### config.mk
export PLATFORM = sky130hd
export DESIGN_NAME = bsc_queue
export DESIGN_NICKNAME = d
export VERILOG_FILES = /design/src/rtl/core/bsc_pkg.sv /design/src/rtl/core/bsc_queue.sv
export SDC_FILE = /design/constraint.sdc
export NUM_CORES = 1
export LEC_CHECK = 0
export ABC_AREA = 1
export BUFFER_PORTS_ARGS = -buffer_cell sky130_fd_sc_hd__buf_2
export CORE_MARGIN = 2
export CORE_UTILIZATION = 45
export DETAILED_ROUTE_END_ITERATION = 10
export PLACE_DENSITY = 0.79
export SLEW_MARGIN = 20
export SYNTH_ARGS = -nofsm -noshare
export SYNTH_HDL_FRONTEND = slang
export SYNTH_SLANG_ARGS = --single-unit
### constraint.sdc
create_clock -name clk_i -period 4.1 [get_ports clk_i]
set_clock_uncertainty 0.05 [all_clocks]
set_input_delay 1.025 -clock clk_i [delete_from_list [all_inputs] [get_ports clk_i]]
set_output_delay 1.025 -clock clk_i [all_outputs]
set_load 0.1 [all_outputs]
### src/rtl/core/bsc_pkg.sv
// Shared types and constants for the barometric sensor compensation block.
package bsc_pkg;

  localparam int unsigned RawW     = 24;
  localparam int unsigned CoefW    = 16;
  localparam int unsigned ModelW   = 2;
  localparam int unsigned DtW      = 25;
  localparam int unsigned OutW     = 32;
  localparam int unsigned CfgIdxW  = 3;
  localparam int unsigned QueueDepth = 2;

  localparam logic [CfgIdxW-1:0] CfgSens  = 3'd0;
  localparam logic [CfgIdxW-1:0] CfgOff   = 3'd1;
  localparam logic [CfgIdxW-1:0] CfgTcs   = 3'd2;
  localparam logic [CfgIdxW-1:0] CfgTco   = 3'd3;
  localparam logic [CfgIdxW-1:0] CfgTref  = 3'd4;
  localparam logic [CfgIdxW-1:0] CfgTsens = 3'd5;
  localparam logic [CfgIdxW-1:0] CfgModel = 3'd6;

  localparam logic [ModelW-1:0] ModelMaxOk = 2'd1;

  typedef struct packed {
    logic [RawW-1:0]       d1;
    logic signed [DtW-1:0] dt;
    logic                  ok;
  } item_t;

  typedef struct packed {
    logic [CoefW-1:0] sens;
    logic [CoefW-1:0] off;
    logic [CoefW-1:0] tcs;
    logic [CoefW-1:0] tco;
    logic [CoefW-1:0] tsens;
  } coef_t;

endpackage

### src/rtl/core/bsc_queue.sv
// Two-entry queue between front and back.
module bsc_queue (
  input  logic           clk_i,
  input  logic           rst_ni,
  input  logic           push_i,
  output logic           full_o,
  input  bsc_pkg::item_t item_i,
  input  logic           pop_i,
  output logic           empty_o,
  output bsc_pkg::item_t item_o
);
  import bsc_pkg::*;

  localparam int unsigned PtrW = $clog2(QueueDepth);

  item_t           mem_q [QueueDepth];
  logic [PtrW-1:0] wr_q, rd_q;
  logic [PtrW:0]   cnt_q;
  logic            do_push, do_pop;

  assign full_o  = (cnt_q == (PtrW+1)'(QueueDepth));
  assign empty_o = (cnt_q == '0);
  assign item_o  = mem_q[rd_q];
  assign do_push = push_i && !full_o;
  assign do_pop  = pop_i && !empty_o;

  always_ff @(posedge clk_i or negedge rst_ni) begin
    if (!rst_ni) begin
      wr_q  <= '0;
      rd_q  <= '0;
      cnt_q <= '0;
    end else begin
      if (do_push) wr_q <= wr_q + 1'b1;
      if (do_pop)  rd_q <= rd_q + 1'b1;
      cnt_q <= cnt_q + (PtrW+1)'(do_push) - (PtrW+1)'(do_pop);
    end
  end

  always_ff @(posedge clk_i) begin
    if (do_push) mem_q[wr_q] <= item_i;
  end
endmodule

Yosys cells after proc, flatten, opt, wreduce, memory -nomap -nowiden. Memories as Yosys holds them, arrays and structs flattened. Index checks and enable logic that the tools add are counted.

Register bits after elaboration: 4. Memory bits (writable): 100. Input port bits: 54. Output and inout port bits: 52. Word-level logic and storage cells: 16. Memories: 1.

$add $sub $neg: 4. Equality and inequality tests: 1. Muxes and demuxes: 2. Reduce and logical (&&, ||, !) cells: 5.

Memories: mem_q (words 2, bits a word 50, read ports 1, clocked after Yosys merged registers in 0, write ports 1, RTL line bsc_queue.sv:16) `item_t mem_q [QueueDepth];`.

Operators by type and width (count): $add A1 B1 Y1 const B (2); $add A2 B1 Y2 (1); $eq A2 B2 Y1 const B (1); $logic_and A1 B1 Y1 (2); $logic_not A1 Y1 (2); $logic_not A2 Y1 (1); $mux W1 (2); $sub A2 B1 Y2 (1).

Logic depth before layout (Yosys ltp). Gate-level depths: netlist (run 1).

Depth in word-level cells: 5. Mapped depth: 10. Depth with buffers taken out: 10.

Least setup slack after synthesis (run 1). Ideal clock, no wire load.

Kind: input to register. From: input push_i. To: memory mem_q[1][0] (netlist bit), enable pin. Setup time: 0.458 ns. Arrival time: 3.206 ns. Required time: 3.592 ns. Slack: 0.386 ns. Stages: 2. Path buffers: 0. Cell sequence: nand2_1 > nor2_1.

Word-level cells in the longest chain between the ends: 3.

Ends and longest elaborated chain: start, declared (RTL line bsc_queue.sv:5) `input logic push_i,`; $logic_and A1 B1 Y1 (RTL line bsc_queue.sv:24) `assign do_push = push_i && !full_o;`; $mux W1 (RTL line bsc_queue.sv:40) `if (do_push) mem_q[wr_q] <= item_i;`; $mux W1 (implied by the code) (RTL line bsc_queue.sv:40); end, declared (RTL line bsc_queue.sv:16).

No other way between the ends.

==> flow_metrics.tcl, run 1 <==
set metrics [dict create \
    core_sq_um 8590 \
    syn_to_final_growth_pct 20.2 \
    drcViolationCount 0 \
    drtAntennaViolNets 0 \
    cpMostUsedCell "nand2_1" \
    hold_viol_final 0 \
    yosysTopAreaCell "edfxtp_1" \
    regToRegSetupSlack_ns 2.11 \
    grt_pass1_wl_um 11000 \
    cts_tree "done" \
    required_ns 3.02 \
    synth_area_sq_um 3910 \
    synth.top_cell.area_share_pct 76.7 \
    placementRows 34 \
    start_util_pct 45.5 \
    multi_input_area_sq_um 663 \
    viasPerCell 4.70 \
    syn_nets 351 \
    antenna_found_initial 0 \
    grt_max_degree 53 \
    avgSynthCellArea_sq_um 13.3 \
    die_h_um 97.3 \
    hpwl_um 4520 \
    synthCells 295 \
    ys.warnings.count 0 \
    worstReg2RegEnd "mem_q[0][7]" \
    htreeDepth 3 \
    crit_fanout 52 \
    cts.sinks 104 \
    maxCapViolations 0 \
    relSlewSlack_pct 36.7 \
    min_period_ns 3.34 \
    holdWs_ns 0.419 \
    cts_resized 0 \
    yosysUniqueCellTypes 11 \
    grt-ovfl-total 0 \
    hold_buffers 0 \
    criticalPathCategory "flip-flop to primary output" \
    path_clk_slew_ns 0.09 \
    die_w_um 97.3 \
    tightest_slew_ns 0.950 \
    post_cts_buffers 0 \
    path_cells "inv_6 > nand2_1 > nand2_1 > buf_2" \
    clock_latency_ns 0.34 \
    gp_congestion 0.762 \
    r2r-start "cnt_q[0]" \
    fin_nets 457 \
    startpoint_type "flip-flop" \
    vias 2410 \
    yosys-top-cells-area "edfxtp_1 (77%), nand2_1 (16%), dfrtp_1 (2.6%), buf_6 (1.4%), buf_4 (0.96%)" \
    antenna_cells 0 \
    wl_per_cell_um 13.5 \
    crit_path_end_kind "primary output" \
    clockRootBuffer "clkbuf_8" \
    setup_viol 0 \
    synth_seq_cells 104 \
    drtIter0Drc 90 \
    routed_wirelength_um 6940 \
    cp_data_arrival_time_ns 2.27 \
    dieArea_sq_um 9460 \
    ios 106 \
    dr.pass1.iters 4 \
    slowest_delay_ns 0.74 \
    critPathSlowestCell "dfrtp_2" \
    fmax_mhz 299 \
    port_buffers 105 \
    cts_inserted_buffers 9 \
    regArea_sq_um 3100 \
    maxSlewViolCount 0 \
    reg2reg_depth 4 \
    nFillCells 738 \
    hold_path.class "primary input to async pin" \
    drive_gt1_share_pct 30.6 \
    ys_seq_area_share_pct 79.3 \
    grtUsageTotal_pct 14.9 \
    tns_ns 0 \
    clock_path_buffers 2 \
    outcome "finished, final reports clean" \
    fin_crit_sh_pct 81.5 \
    rsz0062_at_grt "no" \
    grt_pass1_vias 2340 \
]
cells by family after synthesis:
logic type                 count (synthesis)  synth area share (%)
and+or+nand+nor                          167                  16.1
buffers and inverters                     22                  3.96
DFF                                      104                  79.3
adders and majority gates                  2                 0.639
critical path, delay by kind of cell, from the launching register on:
family                 cells  cell delay [ns]
and+or+nand+nor            2             0.20
DFF                        1             0.74
buffers and inverters      2             0.88
registers in the layout, indices dropped and copies added, names as in the netlist:
register  cells
rd_q          1
mem_q       100
wr_q          1
cnt_q         2
layout make-up:
class                      count  share of cell area (%)
timing repair buffer         106                    11.6
sequential                   104                    66.0
clock inverter                 6                    1.81
clock buffer                   9                    2.63
tap                          108                    2.87
inverter                      11                    1.01
multi-input combinational    169                    14.1
through the flow:
step           instances  utilization, %  worst slack, ns  instance area, sq um
6_report             513            54.7            0.760                  4700
5_1_grt              513            54.7            0.621                  4700
4_1_cts              513            54.7            0.754                  4700
3_5_place_dp         498            52.3             1.17                  4490
3_3_place_gp         498            52.3             1.16                  4490
2_1_floorplan        295               -            0.386                  3910
worst max-delay path by stage:
stage	from	end	slack (ns)	cells past startpoint
after detailed placement	rd_q	item_o[35]	1.17	4
after global placement	rd_q	item_o[10]	1.16	4
after CTS	rd_q	item_o[35]	0.75	4
after floorplan	push_i	mem_q[1][0]	0.39	2
final	rd_q	item_o[35]	0.76	4
after global routing	rd_q	item_o[0]	0.62	4
cells in the final DEF, fill, tap and decap left out, drive strengths merged, types with 2 or more instances in the layout:
master  instances
nand2         163
buf           106
edfxtp        100
inv            10
clkbuf          9
dfrtp           4
clkinv          4
nand3           3
ha              2
bufinv          2
per-layer routing:
metal | wire length (um) | part of all wire, % | GRT usage (%)
met1 | 2880 | 41 | 18.2
met2 | 3590 | 52 | 26.0
met5 | 0 | 0 | 0
met3 | 389 | 5.6 | 3.17
met4 | 88 | 1.3 | 6.09
Yosys cell counts (all sizes together):
cell and instances:
nand2 163, edfxtp 100, buf 11, inv 11
dfrtp 4, nand3 3, ha 2, nor2 1
Power of run 1 is left out: the tool's default activity adds up to more than one toggle a clock period on the data nets, which glitch-free logic cannot reach.
==> run 2, diff against run 1 <==
==> constraint.sdc (replaced) <==
create_clock -name clk_i -period 3.1 [get_ports clk_i]
set_clock_uncertainty 0.05 [all_clocks]
set_input_delay 0.775 -clock clk_i [delete_from_list [all_inputs] [get_ports clk_i]]
set_output_delay 0.775 -clock clk_i [all_outputs]
set_load 0.1 [all_outputs]
==> run 2 against run 1 <==
Net effect:
- sequential share of layout area increased by 0.58 points
- design area shrank 0.88%
- flip-flop and latch count did not move
- critical path depth did not move
- setup slack got worse by 0.54 ns
- largest cell class unchanged
==> flow_metrics.tcl, run 2 (synthesized netlist as in run 1, its figures left out) <==
set metrics [dict create \
    outcome "finished, final reports clean" \
    nFillCells 740 \
    drtIter0Drc 110 \
    tightest_slew_ns 0.645 \
    largest_register "mem_q" \
    criticalPathCategory "flip-flop to primary output" \
    ios 106 \
    relSlewSlack_pct 57.0 \
    die_w_um 97.3 \
    crit_fanout 27 \
    layout_common_cells "nand2_1 (163), buf_2 (105), edfxtp_1 (100)" \
    dieArea_sq_um 9460 \
    final_common_cell "nand2_1" \
    startpoint_type "flip-flop" \
    tns_ns 0 \
    cts_tree "done" \
    largest_register_ff_count 100 \
    grt_pass1_wl_um 10800 \
    antenna_found_initial 1 \
    hold_buffers 0 \
    top_regs "mem_q x100, cnt_q x2" \
    setup_viol 0 \
    clock_path_buffers 2 \
    hold_path.class "primary input to async pin" \
    clockRootBuffer "clkbuf_8" \
    routed_wirelength_um 6820 \
    cp_data_arrival_time_ns 2.05 \
    start_util_pct 45.5 \
    slowest_delay_ns 0.71 \
    cpMostUsedCell "nand2_1" \
    grt-ovfl-total 0 \
    fin_crit_sh_pct 92.8 \
    required_ns 2.27 \
    drcViolationCount 0 \
    dr.pass1.iters 4 \
    hpwl_um 4620 \
    cts_resized 0 \
    path_cells "buf_4 > nand2_1 > nand2_1 > buf_2" \
    port_buffers 105 \
    wl_per_cell_um 13.2 \
    grt_max_degree 52 \
    grtUsageTotal_pct 14.7 \
    maxSlewViolCount 0 \
    post-route-util_pct 54.3 \
    gp_congestion 0.701 \
    drtAntennaViolNets 0 \
    drive_gt1_share_pct 30.5 \
    fin_nets 459 \
    maxCapViolations 0 \
    cts.sinks 104 \
    cts_inserted_buffers 9 \
    critPathSlowestCell "dfrtp_2" \
    core_sq_um 8590 \
    antenna_cells 0 \
    htreeDepth 3 \
    vias 2421 \
    crit_path_end_kind "primary output" \
    hold_viol_final 0 \
    fmax_mhz 348 \
    rsz0062_at_grt "no" \
    min_period_ns 2.88 \
    path_clk_slew_ns 0.09 \
    syn_to_final_growth_pct 19.1 \
    die_h_um 97.3 \
    viasPerCell 4.70 \
    grt_pass1_vias 2324 \
    post_cts_buffers 0 \
    clock_latency_ns 0.35 \
    placementRows 34 \
]
run 2: critical path: cells and delay by family (launching register included):
kind | cells | cell delay [ns]
buf+inv | 2 | 0.80
simple gates | 2 | 0.18
flops | 1 | 0.71
run 2: path summary, 6_finish.rpt:
check	slack, ns	end	cells past startpoint	from
hold reg to reg	0.43	wr_q	2	wr_q
setup reg to reg	1.40	mem_q[1][13]	5	cnt_q[0]
min in group clk_i	0.43	wr_q	2	wr_q
setup / recovery	0.22	item_o[17]	4	rd_q
hold / removal	0.17	rd_q	1	rst_ni
max in group asynchronous	2.70	rd_q	1	rst_ni
run 2: area by class of cell:
| class | count | area [sq um] | area share, % |
|---|---|---|---|
| clock inverter | 4 | 22.5 | 0.483 |
| multi-input combinational | 169 | 663 | 14.2 |
| tap | 108 | 135 | 2.90 |
| clock buffer | 11 | 131 | 2.82 |
| inverter | 11 | 46.3 | 0.993 |
| timing repair buffer | 108 | 561 | 12.0 |
| sequential | 104 | 3100 | 66.6 |
run 2: stage by stage:
step	area, sq um	hold WS [ns]	cells	setup slack, ns
3_3_place_gp	4510	0.402	500	0.622
4_1_cts	4660	0.150	515	0.173
5_1_grt	4660	0.150	515	0.0645
6_report	4660	0.165	515	0.223
2_1_floorplan	3920	0.392	295	0.468
3_5_place_dp	4510	0.416	500	0.573
run 2: routing by layer:
metal	up-vias	part of all wire, %	GRT usage (%)
li1	1188	-	-
met3	10	6.9	4.24
met5	-	0.19	0
met2	76	52	25.4
met1	1145	40	17.7
met4	2	1.1	5.13
Power of run 2 is left out for the same reason.
==> run 3, diff against run 2 <==
==> constraint.sdc (replaced) <==
create_clock -name clk_i -period 3.1 [get_ports clk_i]
set_clock_uncertainty 0.05 [all_clocks]
set_input_delay 0.775 -clock clk_i [delete_from_list [all_inputs] [get_ports clk_i]]
set_output_delay 0.775 -clock clk_i [all_outputs]
set_load 0.02 [all_outputs]
==> run 3 against run 2 <==
Net effect:
- clock-buffer cell count stayed put
- global-route usage is 0.57 points lower
- utilization is 0.26 points higher
- maximum frequency is 13% higher
- sequential share of layout area is 0.32 points lower
- critical endpoint is now item_o[22]
- largest cell class unchanged
- via count is 1.7% lower
- hold slack better by 0.0025 ns
- non-clock buffer count stayed put
- register-to-register slack worse by 0.03 ns
- critical path depth stayed put
- routed wire length is 3.8% lower
==> flow_metrics.tcl, run 3 (synthesized netlist as in run 1, its figures left out) <==
set metrics [dict create \
    crit_path_end_kind "primary output" \
    power.density_nw_per_um2 952 \
    rsz0062_at_grt "no" \
    setup_viol 0 \
    criticalPathCategory "flip-flop to primary output" \
    p_leak_nw 2.08 \
    path_delay_family "flip-flops" \
    grt-ovfl-total 0 \
    drtIter0Drc 122 \
    maxCapViolations 0 \
    fin_crit_sh_pct 82.3 \
    outcome "finished, final reports clean" \
    gp_congestion 0.710 \
    grtUsageTotal_pct 14.1 \
    largest_register "mem_q" \
    largest_register_ff_count 100 \
    cts_tree "done" \
    relSlewSlack_pct 55.4 \
    cts_resized 0 \
    hold_path.class "primary input to async pin" \
    slowest_delay_ns 0.63 \
    dpl_cell_area_sq_um 4500 \
    fmax_mhz 392 \
    die_w_um 97.3 \
    crit_fanout 31 \
    cpMostUsedCell "nand2_1" \
    drcViolationCount 0 \
    antenna_cells 0 \
    top_regs "mem_q x100, cnt_q x2" \
    viasPerCell 4.61 \
    clock_path_buffers 2 \
    grt_max_degree 52 \
    die_h_um 97.3 \
    ir_drop_mv 0.740 \
    maxSlewViolCount 0 \
    critPathSlowestCell "dfrtp_2" \
    drive_gt1_share_pct 30.9 \
    hold_buffers 0 \
    antenna_found_initial 1 \
    vias 2379 \
    path_cells "buf_4 > nand2_1 > nand2_1 > buf_2" \
    core_sq_um 8590 \
    start_util_pct 45.5 \
    final_common_cell "nand2_1" \
    tightest_slew_ns 0.669 \
    finish.instance_area_sq_um 4690 \
    nFillCells 743 \
    dr.pass1.iters 4 \
    required_ns 2.27 \
    path_clk_slew_ns 0.09 \
    port_buffers 105 \
    hold_viol_final 0 \
    ios 106 \
    placementRows 34 \
    layout_common_cells "nand2_1 (163), buf_2 (105), edfxtp_1 (100)" \
    clock_latency_ns 0.35 \
    routed_wirelength_um 6560 \
    drtAntennaViolNets 0 \
    post_cts_buffers 0 \
    cts.sinks 104 \
    startpoint_type "flip-flop" \
    cp_data_arrival_time_ns 1.73 \
    dieArea_sq_um 9460 \
    htreeDepth 3 \
    syn_to_final_growth_pct 19.7 \
    clockRootBuffer "clkbuf_8" \
    wl_per_cell_um 12.7 \
    critPathBufInv 2 \
    min_period_ns 2.55 \
    grt_pass1_vias 2268 \
    hpwl_um 4350 \
    cts_inserted_buffers 9 \
    fin_nets 459 \
    tns_ns 0 \
    grt_pass1_wl_um 10500 \
]
-- run 3: changes by cell type in the layout (fill, tap and decap cells not counted) --
cell / delta
buf_12: -1
buf_4: +1
bufinv_16: +1
clkinv_1: -1
clkinv_4: +1
-- run 3: area by class of cell --
cell class,count,area (sq um),area share [%]
Multi-Input combinational cell,169,663,14.2
Clock inverter,5,57.6,1.23
Inverter,11,46.3,0.988
Sequential cell,104,3100,66.2
Tap cell,108,135,2.88
Clock buffer,11,131,2.80
Timing Repair Buffer,108,548,11.7
-- run 3: worst paths after layout --
path | startpoint | endpoint | slack [ns] | cells after the start
setup / recovery | rd_q | item_o[22] | 0.55 | 4
hold / removal | rst_ni | cnt_q[1] | 0.17 | 1
setup reg to reg | cnt_q[1] | mem_q[1][49] | 1.37 | 4
hold reg to reg | wr_q | wr_q | 0.43 | 2
max in group asynchronous | rst_ni | rd_q | 2.69 | 1
min in group clk_i | wr_q | wr_q | 0.43 | 2
-- run 3: through the flow --
step           total power [mW]  std cells  hold slack, ns  setup slack [ns]  utilization [%]
2_1_floorplan              3.26        295           0.392             0.468                -
3_3_place_gp               3.69        500           0.404             0.917             52.3
3_5_place_dp               3.74        500           0.418             0.890             52.3
4_1_cts                    4.53        516           0.147             0.490             54.5
5_1_grt                    4.76        516           0.152             0.376             54.5
6_report                   4.46        516           0.168             0.548             54.5
-- run 3: metal layers --
| layer | track usage (%) | wire length [um] |
|---|---|---|
| met1 | 18.5 | 2850 |
| met2 | 22.9 | 3160 |
| met3 | 3.53 | 438 |
| met4 | 5.34 | 88 |
| met5 | 0 | 13 |
-- run 3: power by group --
group	total [mW]	switching, mW	internal, mW
combinational	1.64	1.17	0.464
sequential	2.03	0.113	1.92
clock	0.792	0.418	0.374
(Power assumes the default switching activity.)
