File: config.mk
export PLATFORM = sky130hd
export DESIGN_NAME = bsc_front
export DESIGN_NICKNAME = d
export VERILOG_FILES = /design/src/rtl/core/bsc_pkg.sv /design/src/rtl/core/bsc_front.sv
export SDC_FILE = /design/constraint.sdc
export NUM_CORES = 1
export LEC_CHECK = 0
export BUFFER_PORTS_ARGS = -buffer_cell sky130_fd_sc_hd__buf_2
export CORE_MARGIN = 2
export CORE_UTILIZATION = 45
export DETAILED_ROUTE_END_ITERATION = 8
export PLACE_DENSITY = 0.8
export SLEW_MARGIN = 10
export SYNTH_ARGS = -nofsm -noshare
export SYNTH_HDL_FRONTEND = slang
export SYNTH_SLANG_ARGS = --single-unit
File: constraint.sdc
create_clock -name clk_i -period 6.51 [get_ports clk_i]
set_input_delay 1.302 -clock clk_i [delete_from_list [all_inputs] [get_ports clk_i]]
set_output_delay 1.302 -clock clk_i [all_outputs]
set_load 0.05 [all_outputs]
File: src/rtl/core/bsc_pkg.sv
// Shared types and constants for the barometric sensor compensation block.
package bsc_pkg;

  localparam int unsigned RawW     = 24;
  localparam int unsigned CoefW    = 16;
  localparam int unsigned ModelW   = 2;
  localparam int unsigned DtW      = 25;
  localparam int unsigned OutW     = 32;
  localparam int unsigned CfgIdxW  = 3;
  localparam int unsigned QueueDepth = 2;

  localparam logic [CfgIdxW-1:0] CfgSens  = 3'd0;
  localparam logic [CfgIdxW-1:0] CfgOff   = 3'd1;
  localparam logic [CfgIdxW-1:0] CfgTcs   = 3'd2;
  localparam logic [CfgIdxW-1:0] CfgTco   = 3'd3;
  localparam logic [CfgIdxW-1:0] CfgTref  = 3'd4;
  localparam logic [CfgIdxW-1:0] CfgTsens = 3'd5;
  localparam logic [CfgIdxW-1:0] CfgModel = 3'd6;

  localparam logic [ModelW-1:0] ModelMaxOk = 2'd1;

  typedef struct packed {
    logic [RawW-1:0]       d1;
    logic signed [DtW-1:0] dt;
    logic                  ok;
  } item_t;

  typedef struct packed {
    logic [CoefW-1:0] sens;
    logic [CoefW-1:0] off;
    logic [CoefW-1:0] tcs;
    logic [CoefW-1:0] tco;
    logic [CoefW-1:0] tsens;
  } coef_t;

endpackage

File: src/rtl/core/bsc_front.sv
// Front stage: takes raw beats, forms dT and the model check.
module bsc_front (
  input  logic                        clk_i,
  input  logic                        rst_ni,
  input  logic                        valid_i,
  output logic                        ready_o,
  input  logic [bsc_pkg::RawW-1:0]    d1_i,
  input  logic [bsc_pkg::RawW-1:0]    d2_i,
  input  logic [bsc_pkg::CoefW-1:0]   tref_i,
  input  logic [bsc_pkg::ModelW-1:0]  model_i,
  output logic                        valid_o,
  input  logic                        ready_i,
  output bsc_pkg::item_t              item_o
);
  import bsc_pkg::*;

  logic  valid_q;
  item_t item_q, item_d;

  assign ready_o = !valid_q || ready_i;
  assign valid_o = valid_q;
  assign item_o  = item_q;

  always_comb begin
    item_d.d1 = d1_i;
    item_d.dt = $signed({1'b0, d2_i}) - $signed({1'b0, tref_i, 8'd0});
    item_d.ok = (model_i <= ModelMaxOk);
  end

  always_ff @(posedge clk_i or negedge rst_ni) begin
    if (!rst_ni) begin
      valid_q <= 1'b0;
    end else if (ready_o) begin
      valid_q <= valid_i;
    end
  end

  always_ff @(posedge clk_i) begin
    if (ready_o && valid_i) begin
      item_q <= item_d;
    end
  end
endmodule

==> Word-level counts from Yosys, hierarchy flattened <==
Index checks and enable logic that the tools add are counted.
{ "totals": {"output_inout_bits": 52, "mem_bits_rw": 0, "mem_count": 0, "word_cells": 9, "mem_bits_ro": 0, "latch_bits": 0, "regBits": 51, "input_bits": 70} }
{ "classes": {"n_div": 0, "n_shift": 0, "bitwise": 0, "add_sub_neg": 1, "multipliers": 0, "n_eq_ne": 0, "n_mux": 0, "n_reduce_logical": 3, "n_lt_le_gt_ge": 1} }
{ "ops": {"columns": ["op", "n"], "rows": [
  ["24-bit by 24-bit subtractor with 25-bit output", 1],
  ["2-bit by 1-bit <= comparator with 1-bit output, second input constant", 1],
  ["1-bit logical AND", 1],
  ["1-bit zero test", 1],
  ["1-bit logical OR", 1]
]} }

==> Logic depth before layout (Yosys ltp) <==
Gate-level depths: netlist (run 1).
{ "depth": {"ltp_word": 3, "depth_mapped": 8, "depth_no_buf": 8} }

==> Worst setup path after synthesis (run 1) <==
Ideal clock, no wire load.
{ "synth_path": {"kind": "input-to-reg", "startpoint": "in ready_i", "endpoint": "reg item_q, in the netlist item_o[0], enable pin", "path_slack_ns": 3.057, "path_stages": 2, "setup_ns": 0.413, "path_buffers": 0, "t_arrival_ns": 3.040, "required_ns": 6.097, "cell_sequence": "nand2b_1 -> and2_1"} }
{ "synth_between": {"elab_chain_cells": 2} }
{ "synth_rtl": {"columns": ["item", "line_no", "rtl"], "rows": [
  ["from (decl)", "bsc_front.sv:12", "input logic ready_i,"],
  ["1-bit logical OR", "bsc_front.sv:20", "assign ready_o = !valid_q || ready_i;"],
  ["1-bit logical AND", "bsc_front.sv:39", "if (ready_o && valid_i) begin"],
  ["to (signal assigned)", "bsc_front.sv:40", "item_q <= item_d;"],
  ["to (decl)", "bsc_front.sv:18", "item_t item_q, item_d;"]
]} }
Every way passes these cells.
A chain may end at the register's enable or synchronous reset.

==> results.yml, run 1 <==
floorplanning:
  io_pins: 122
  dieArea_um2: 6070
  core_um2: 5200
  rows: 26
  initial_utilization_pct: 47.2
  fp.dieH_um: 77.9
  die_w_um: 77.9
timing:
  hold_viol: 0
  worst_slack_ns: 3.21
  timing.final.crit_share_pct: 50.6
  max_freq_mhz: 303
  worst_pin_slew_ns: 1.07
  min_period_ns: 3.30
  setup_viol: 0
  holdWs_ns: 0.545
  setup_tns_ns: 0
  slew_headroom_pct: 28.9
  finalMaxSlewViolations: 0
  rsz0062_at_grt: "false"
  finalClockSkew_ns: 0.00414
yosys:
  ys_seq_area_share_pct: 62.1
  syn_avg_cell_area_um2: 13.4
  synthesis.nets: 270
  netlist_area_um2: 2460
  yosysWarnings: 0
  synthDistinctLibCells: 46
  syn_inst: 183
  ys_seq_elements: 51
route:
  first_iter_violations: 69
  wirelength_um: 5390
  wire_per_inst_um: 14.2
  drt-pass1-iter-count: 4
  vias_per_cell: 4.88
  ant_nets: 0
  drc: 0
  via_count: 1856
grt:
  grt-ovfl-total: 0
  grt_pass1_wl_um: 8470
  grt_max_degree: 51
  grt_usage_pct: 18.3
  antenna_found_initial: 0
  grt_pass1_vias: 1737
power_and_ir_drop:
  p_leak_nw: 1.50
  ir_drop_mv: 0.135
  pwr_density_cell_nw_per_um2: 250
finish:
  drive_gt1_share_pct: 43.9
  antennaDiodeCount: 0
  final_common_cell: "buf_2"
  final_cell_mix: "buf_2 (120), edfxtp_1 (50), inv_1 (25)"
  finish.net_count: 396
  multi_input_area_um2: 832
  seqCellArea_um2: 1530
  area_delta_synth_final_pct: 31.8
  n_fill_cell: 421
placed_design:
  gp_congestion: 0.765
  dp_slack_ns: 2.93
  dp_hpwl_um: 4360
  io_buffer_count: 120
critical_path:
  rr_worst_depth: 2
  critical_path_class: "input port to register"
  cp.arrival_ns: 3.34
  r2r_start: "valid_o$_DFFE_PN0N_"
  cp.required_ns: 6.56
  regToRegSetupSlack_ns: 4.76
  timing.rr.end: "item_o[4]$_DFFE_PP_"
  end_kind: "register"
  critPathMaxFanout: 3
  cp-start-kind: "input port"
cts:
  numCtsBuffers: 5
  clk_pin_slew_worst_paths_ns: 0.08
  htree_levels: 2
  clk_latency_ns: 0.29
  post_cts_resized: 0
  cts_root_buf: "clkbuf_8"
  holdBufCountCts: 0
  clk_path_buf_depth: 2
  clock_sinks: 51
  cts_tree: "built"
  cts_setup_buffers: 0
min_path:
  hold_depth: 2
  whs_endpoint: "valid_o$_DFFE_PN0N_"
  hold_path.class: "register to register"
  hp-start: "valid_o$_DFFE_PN0N_"
run_status:
  status: "completed"
job:
  cap_viol_max_count: 0
[synthesized netlist by cell type (all sizes together)]
master	instances	share of area, %
dfrtp	1	1.0
xor2	1	0.36
nand2	8	1.2
a211oi	2	0.81
o31ai	1	0.31
nor4b	1	0.36
nor2b	3	0.76
o211a	1	0.41
inv	25	3.8
nor4	1	0.25
o211ai	1	0.31
or4	2	0.61
nand3	4	0.81
o21ai	1	0.20
nor3	3	0.61
and2b	1	0.31
o2111ai	2	0.97
nand4	1	0.25
nor2	8	1.2
o21a	4	1.2
xnor2	10	3.6
a31oi	2	0.51
o21ba	1	0.41
a21o	6	2.1
o21bai	1	0.31
o31a	1	0.36
a41oi	1	0.36
buf	1	0.31
and2	2	0.51
nand2b	2	0.51
a221oi	2	0.71
a21oi	8	1.8
or3	1	0.25
a221o	2	0.87
a31o	1	0.36
a21boi	1	0.31
ha	16	8.1
fa	1	0.81
edfxtp	50	61
nor3b	2	0.61
and3	1	0.31
[stage by stage]
stage | cell area, um^2 | power (mW) | util [%] | std cells
global placement | 3140 | 0.626 | 60.3 | 372
detailed placement | 3140 | 0.632 | 60.3 | 372
CTS | 3240 | 0.816 | 62.3 | 380
finish | 3240 | 0.810 | 62.3 | 380
global route | 3240 | 0.851 | 62.3 | 380
floorplan | 2460 | 0.572 | - | 183
[registers in the layout (all words and copies together), names as in the netlist]
| register | count |
|---|---|
| valid_o | 1 |
| item_o | 50 |
[routing by layer]
layer	vias to the layer above	GRT usage [%]	share of wire, %
li1	926	-	-
met1	833	20.8	39
met2	91	32.7	51
met3	6	5.23	8.5
met4	0	6.32	1.2
met5	-	0	0
[cell families (layout without fill, tap and decap cells)]
kind of cell             after synthesis  after routing  share of synthesized area, %
flip-flops                            51             51                          62.1
AO/OA/AOI/OAI                         38             38                          12.3
AND/OR/NAND/NOR                       40             40                          8.60
XOR/XNOR                              11             11                          3.92
adder cells (fa/ha/maj)               17             17                          8.96
buffers and inverters                 26            153                          4.12
[worst max-delay path by stage]
stage	start	endpoint
2_1_floorplan	ready_i	item_o[0]$_DFFE_PP_
3_3_place_gp	d2_i[8]	item_o[25]$_DFFE_PP_
3_5_place_dp	d2_i[8]	item_o[25]$_DFFE_PP_
4_1_cts	d2_i[8]	item_o[25]$_DFFE_PP_
5_1_grt	d2_i[8]	item_o[25]$_DFFE_PP_
6_report	d2_i[8]	item_o[25]$_DFFE_PP_
[critical path, stage by stage]
cell and delay [ns]:
buf_2 0.07, inv_1 0.03, ha_1 0.22, fa_1 0.40, and2b_1 0.26, o2111ai_2 0.14, a211oi_1 0.46, nor3b_1 0.16
o31a_1 0.30
[cell type report]
type / count / area share (%)
clock buffers: 8 / 3.09
inverters: 25 / 2.90
multi-input cells: 106 / 25.7
flip-flops and latches: 51 / 47.1
well taps: 70 / 2.70
repair buffers: 120 / 18.5
[where the power goes]
part           internal, mW  switching (mW)
Sequential            0.393         0.00517
Clock                0.0969          0.0890
Combinational        0.0708           0.155
(Power assumes the default switching activity.)
==> run 2: changes to the inputs <==
==> constraint.sdc (replaced) <==
create_clock -name clk_i -period 3.05 [get_ports clk_i]
set_input_delay 0.61 -clock clk_i [delete_from_list [all_inputs] [get_ports clk_i]]
set_output_delay 0.61 -clock clk_i [all_outputs]
set_load 0.05 [all_outputs]
==> run 2 against run 1 <==
Clock-buffer cell count did not move. Clock skew rose by 0.00073 ns. Via count fell by 1.1%. Global-route usage fell by 0.42 points. Wire length fell by 1.9%. Sequential power rose by 110%. Total power rose by 110%. Final area rose by 0.23%. Hold slack got worse by 0.47 ns. Cell count rose by 0.26%. Critical path type unchanged. Largest power group unchanged.
==> results.yml, run 2 (synthesis gave the netlist of run 1 again) <==
grt:
  grt_usage_pct: 17.8
  grt_pass1_vias: 1737
  grt_pass1_wl_um: 8350
  antenna_found_initial: 0
  grt_max_degree: 51
  grt-ovfl-total: 0
critical_path:
  cp-start-kind: "input port"
  path_cells: "buf_2 > inv_1 > ha_1 > fa_1 > and2b_1 > o2111ai_2 > a211oi_1 > nor3b_1 > o31a_1"
  slowest_stage: "a211oi_1"
  cp.arrival_ns: 2.63
  slowest_delay_ns: 0.46
  end_kind: "register"
  critical_path_class: "input port to register"
  cp.required_ns: 3.10
  critPathMaxFanout: 3
placed_design:
  dp_slack_ns: 0.180
  dp_hpwl_um: 4320
  io_buffer_count: 120
  gp_congestion: 0.757
timing:
  finalClockSkew_ns: 0.00487
  worst_pin_slew_ns: 0.606
  hold_viol: 0
  setup_viol: 0
  slew_headroom_pct: 59.6
  min_period_ns: 2.58
  finalMaxSlewViolations: 0
  setup_tns_ns: 0
  max_freq_mhz: 387
  timing.final.crit_share_pct: 84.6
  worst_slack_ns: 0.468
  holdWs_ns: 0.0774
  rsz0062_at_grt: "false"
cts:
  cts_tree: "built"
  clock_sinks: 51
  numCtsBuffers: 5
  holdBufCountCts: 0
  post_cts_resized: 0
  clk_latency_ns: 0.29
  htree_levels: 2
  cts_root_buf: "clkbuf_8"
  clk_path_buf_depth: 2
  clk_pin_slew_worst_paths_ns: 0.08
  cts_setup_buffers: 0
min_path:
  hold_path.class: "input port to asynchronous set/reset pin"
route:
  first_iter_violations: 70
  vias_per_cell: 4.82
  ant_nets: 0
  wire_per_inst_um: 13.9
  via_count: 1835
  drt-pass1-iter-count: 4
  wirelength_um: 5290
  drc: 0
floorplanning:
  die_w_um: 77.9
  io_pins: 122
  dieArea_um2: 6070
  core_um2: 5200
  rows: 26
  initial_utilization_pct: 47.2
  fp.dieH_um: 77.9
finish:
  drive_gt1_share_pct: 44.1
  antennaDiodeCount: 0
  final_cell_mix: "buf_2 (120), edfxtp_1 (50), inv_1 (25)"
  final_common_cell: "buf_2"
  finish.net_count: 397
  utilization_pct: 62.4
  largest_reg_flops: 50
  area_delta_synth_final_pct: 32.1
job:
  cap_viol_max_count: 0
power_and_ir_drop:
  ir_drop_mv: 0.252
  pwr_density_cell_nw_per_um2: 533
  p_leak_nw: 1.50
  finalPower_mw: 1.73
run_status:
  status: "completed"
[run 2: path summary, 6_finish.rpt]
| kind | startpoint | to | slack, ns | cells after the start |
|---|---|---|---|---|
| worst max-delay path | d2_i[8] | item_o[25]$_DFFE_PP_ | 0.47 | 9 |
| worst min-delay path | rst_ni | valid_o$_DFFE_PN0N_ | 0.08 | 1 |
| worst max register to register | valid_o$_DFFE_PN0N_ | item_o[35]$_DFFE_PP_ | 1.53 | 3 |
| worst min register to register | valid_o$_DFFE_PN0N_ | valid_o$_DFFE_PN0N_ | 0.55 | 2 |
| max in group asynchronous | rst_ni | valid_o$_DFFE_PN0N_ | 2.89 | 1 |
| min in group clk_i | d1_i[23] | item_o[49]$_DFFE_PP_ | 0.49 | 1 |
[run 2: final cells by class]
cell class	instances	area, um^2
Fill cell	437	1960
Tap cell	70	87.6
Inverter	25	93.8
Clock buffer	8	100
Timing Repair Buffer	121	608
Multi-Input combinational cell	106	832
Sequential cell	51	1530
[run 2: worst max-delay path, delay by kind of cell]
family	cells	cell delay (ns)
AOI/OAI and AO/OA	3	0.91
buffers and inverters	2	0.10
adders and majority gates	2	0.61
and+or+nand+nor	2	0.39
[run 2: power breakdown]
| part | total, mW | switching, mW | internal [mW] |
|---|---|---|---|
| logic | 0.483 | 0.331 | 0.152 |
| clock network | 0.402 | 0.195 | 0.207 |
| registers | 0.848 | 0.0104 | 0.838 |
| total | 1.73 | 0.536 | 1.20 |
[run 2: stage by stage]
| stage | cell area [um^2] | std cells |
|---|---|---|
| after floorplan | 2460 | 183 |
| after global placement | 3150 | 373 |
| after detailed placement | 3150 | 373 |
| after CTS | 3250 | 381 |
| after global routing | 3250 | 381 |
| final | 3250 | 381 |
[run 2: metal layers]
| layer | vias up | GRT usage (%) | part of all wire [%] |
|---|---|---|---|
| met3 | 6 | 4.65 | 7.6 |
| met1 | 821 | 22.2 | 42 |
| li1 | 927 | - | - |
| met4 | 0 | 5.26 | 1.4 |
| met2 | 81 | 30.6 | 49 |
| met5 | - | 0 | 0 |
==> run 3: changes to the inputs <==
--- a/config.mk
+++ b/config.mk
@@ -7,9 +7,9 @@
 export LEC_CHECK = 0
 export BUFFER_PORTS_ARGS = -buffer_cell sky130_fd_sc_hd__buf_2
 export CORE_MARGIN = 2
-export CORE_UTILIZATION = 45
+export CORE_UTILIZATION = 41
 export DETAILED_ROUTE_END_ITERATION = 8
-export PLACE_DENSITY = 0.8
+export PLACE_DENSITY = 0.77
 export SLEW_MARGIN = 10
 export SYNTH_ARGS = -nofsm -noshare
 export SYNTH_HDL_FRONTEND = slang
==> constraint.sdc (replaced) <==
create_clock -name clk_i -period 2.35 [get_ports clk_i]
set_input_delay 0.47 -clock clk_i [delete_from_list [all_inputs] [get_ports clk_i]]
set_output_delay 0.47 -clock clk_i [all_outputs]
set_load 0.05 [all_outputs]
==> run 3 against run 2 <==
Highest routed layer unchanged. Hold slack improved by 0.26 ns. Critical path depth increased by 1. Final area increased by 3.4%. Non-clock buffer count increased by 12. First-iteration DRC count increased by 1.4%. Sequential cell count unchanged. Critical endpoint is now item_o[23]$_DFFE_PP_. Clock skew increased by 0.0037 ns. Largest power group unchanged. Cell count increased by 4.5%. Combinational power increased by 36%.
==> results.yml, run 3 (synthesis gave the netlist of run 1 again) <==
timing:
  timing.final.crit_share_pct: 95.5
  holdWs_ns: 0.335
  slew_headroom_pct: 57.5
  worst_slack_ns: 0.106
  setup_viol: 0
  hold_viol: 0
  max_freq_mhz: 446
  finalMaxSlewViolations: 0
  min_period_ns: 2.24
  worst_pin_slew_ns: 0.632
  rsz0062_at_grt: "false"
  finalClockSkew_ns: 0.00861
finish:
  seqCellArea_um2: 1530
  largest_reg_flops: 50
  final_common_cell: "buf_2"
  final_cell_mix: "buf_2 (120), edfxtp_1 (50), inv_1 (25)"
  n_fill_cell: 483
  area_delta_synth_final_pct: 36.6
  drive_gt1_share_pct: 46.7
  antennaDiodeCount: 0
  multi_input_area_um2: 847
  finish.net_count: 409
route:
  vias_per_cell: 4.85
  wirelength_um: 5630
  via_count: 1929
  drc: 0
  wl_met1_um: 2290
  ant_nets: 0
  wire_per_inst_um: 14.1
  dr_wl_met3_um: 599
  top_layer_used: "met4"
  first_iter_violations: 71
  wl_met2_um: 2590
  drt-pass1-iter-count: 4
critical_path:
  crit_path_start: "d2_i[8]"
  cp-start-kind: "input port"
  cp.arrival_ns: 2.31
  end_kind: "register"
  r2r_start: "valid_o$_DFFE_PN0N_"
  timing.rr.end: "item_o[7]$_DFFE_PP_"
  critical_path_class: "input port to register"
  critPathMaxFanout: 3
  cp.required_ns: 2.41
  rr_worst_depth: 3
  regToRegSetupSlack_ns: 1.03
cts:
  numCtsBuffers: 5
  clk_pin_slew_worst_paths_ns: 0.09
  clk_latency_ns: 0.30
  cts_root_buf: "clkbuf_8"
  clk_path_buf_depth: 2
  clock_sinks: 51
  cts_tree: "built"
  htree_levels: 2
floorplanning:
  rows: 28
  die_w_um: 81.4
  dieArea_um2: 6630
  io_pins: 122
  fp.dieH_um: 81.4
  initial_utilization_pct: 42.0
  core_um2: 5850
placed_design:
  dp_slack_ns: -0.172
  gp_congestion: 0.895
  io_buffer_count: 120
  dp_hpwl_um: 4570
grt:
  grt-ovfl-total: 0
  antenna_found_initial: 0
  grt_pass1_wl_um: 8090
  grt_usage_pct: 16.3
  grt_pass1_vias: 1676
  grt_max_degree: 50
min_path:
  whs_endpoint: "item_o[4]$_DFFE_PP_"
  hold_path.class: "input port to register"
  hold_depth: 1
  hp-start: "d2_i[3]"
power_and_ir_drop:
  ir_drop_mv: 0.425
  pwr_density_cell_nw_per_um2: 664
  p_leak_nw: 1.55
job:
  cap_viol_max_count: 0
run_status:
  status: "completed"
run 3: changes by cell type in the layout (fill, tap and decap cells not counted), sizes merged:
cell	delta
buf	+11
clkbuf	-3
clkinv	+2
clkinvlp	+1
dlygate4sd3	+1
run 3: layout make-up:
| type | count | share of cell area [%] |
|---|---|---|
| flip-flops and latches | 51 | 45.5 |
| multi-input cells | 106 | 25.2 |
| repair buffers | 133 | 21.2 |
| inverters | 25 | 2.79 |
| well taps | 75 | 2.79 |
| clock buffers | 5 | 2.05 |
| clock inverters | 3 | 0.447 |
run 3: what timing repair did:
action / in CTS / in global routing
buffers inserted: 0 / 2
resized for setup: 0 / 3
hold endpoints to repair: 1 / 0
hold buffers: 1 / 0
setup endpoints to repair: 0 / 2
run 3: worst max-delay path: stages:
cell and delay, ns:
buf_2 0.07, inv_1 0.03, ha_2 0.19, fa_2 0.33, and2b_1 0.23, o2111ai_2 0.17
a211oi_2 0.36, buf_4 0.17, nor2_1 0.04, o211a_1 0.24
run 3: per-layer routing:
metal,track usage [%],up-vias
met2,27.3,97
met5,0,-
li1,-,953
met3,3.85,13
met4,7.97,0
met1,19.7,866
run 3: power breakdown:
group          internal [mW]  switching [mW]  total (mW)
sequential              1.09          0.0147        1.10
combinational          0.219           0.438       0.657
clock                  0.202           0.269       0.472
total                   1.51           0.722        2.23
run 3: worst max-delay path by stage:
stage	cells after the start	slack, ns	endpoint
final	10	0.11	item_o[23]$_DFFE_PP_
after global routing	10	0.02	item_o[23]$_DFFE_PP_
after CTS	9	0.15	item_o[25]$_DFFE_PP_
after detailed placement	9	-0.17	item_o[25]$_DFFE_PP_
after global placement	9	-0.17	item_o[25]$_DFFE_PP_
after floorplan	8	0.03	item_o[25]$_DFFE_PP_
run 3: per-stage QoR:
stage / TNS, ns / cells / area [um^2] / utilization [%] / power [mW]
6_report: 0 / 398 / 3360 / 57.4 / 2.23
5_1_grt: 0 / 398 / 3360 / 57.4 / 2.33
4_1_cts: 0 / 396 / 3330 / 57.0 / 2.25
3_5_place_dp: -0.458 / 387 / 3240 / 55.4 / 1.78
3_3_place_gp: -0.405 / 387 / 3240 / 55.4 / 1.76
2_1_floorplan: 0 / 183 / 2460 / - / 1.58
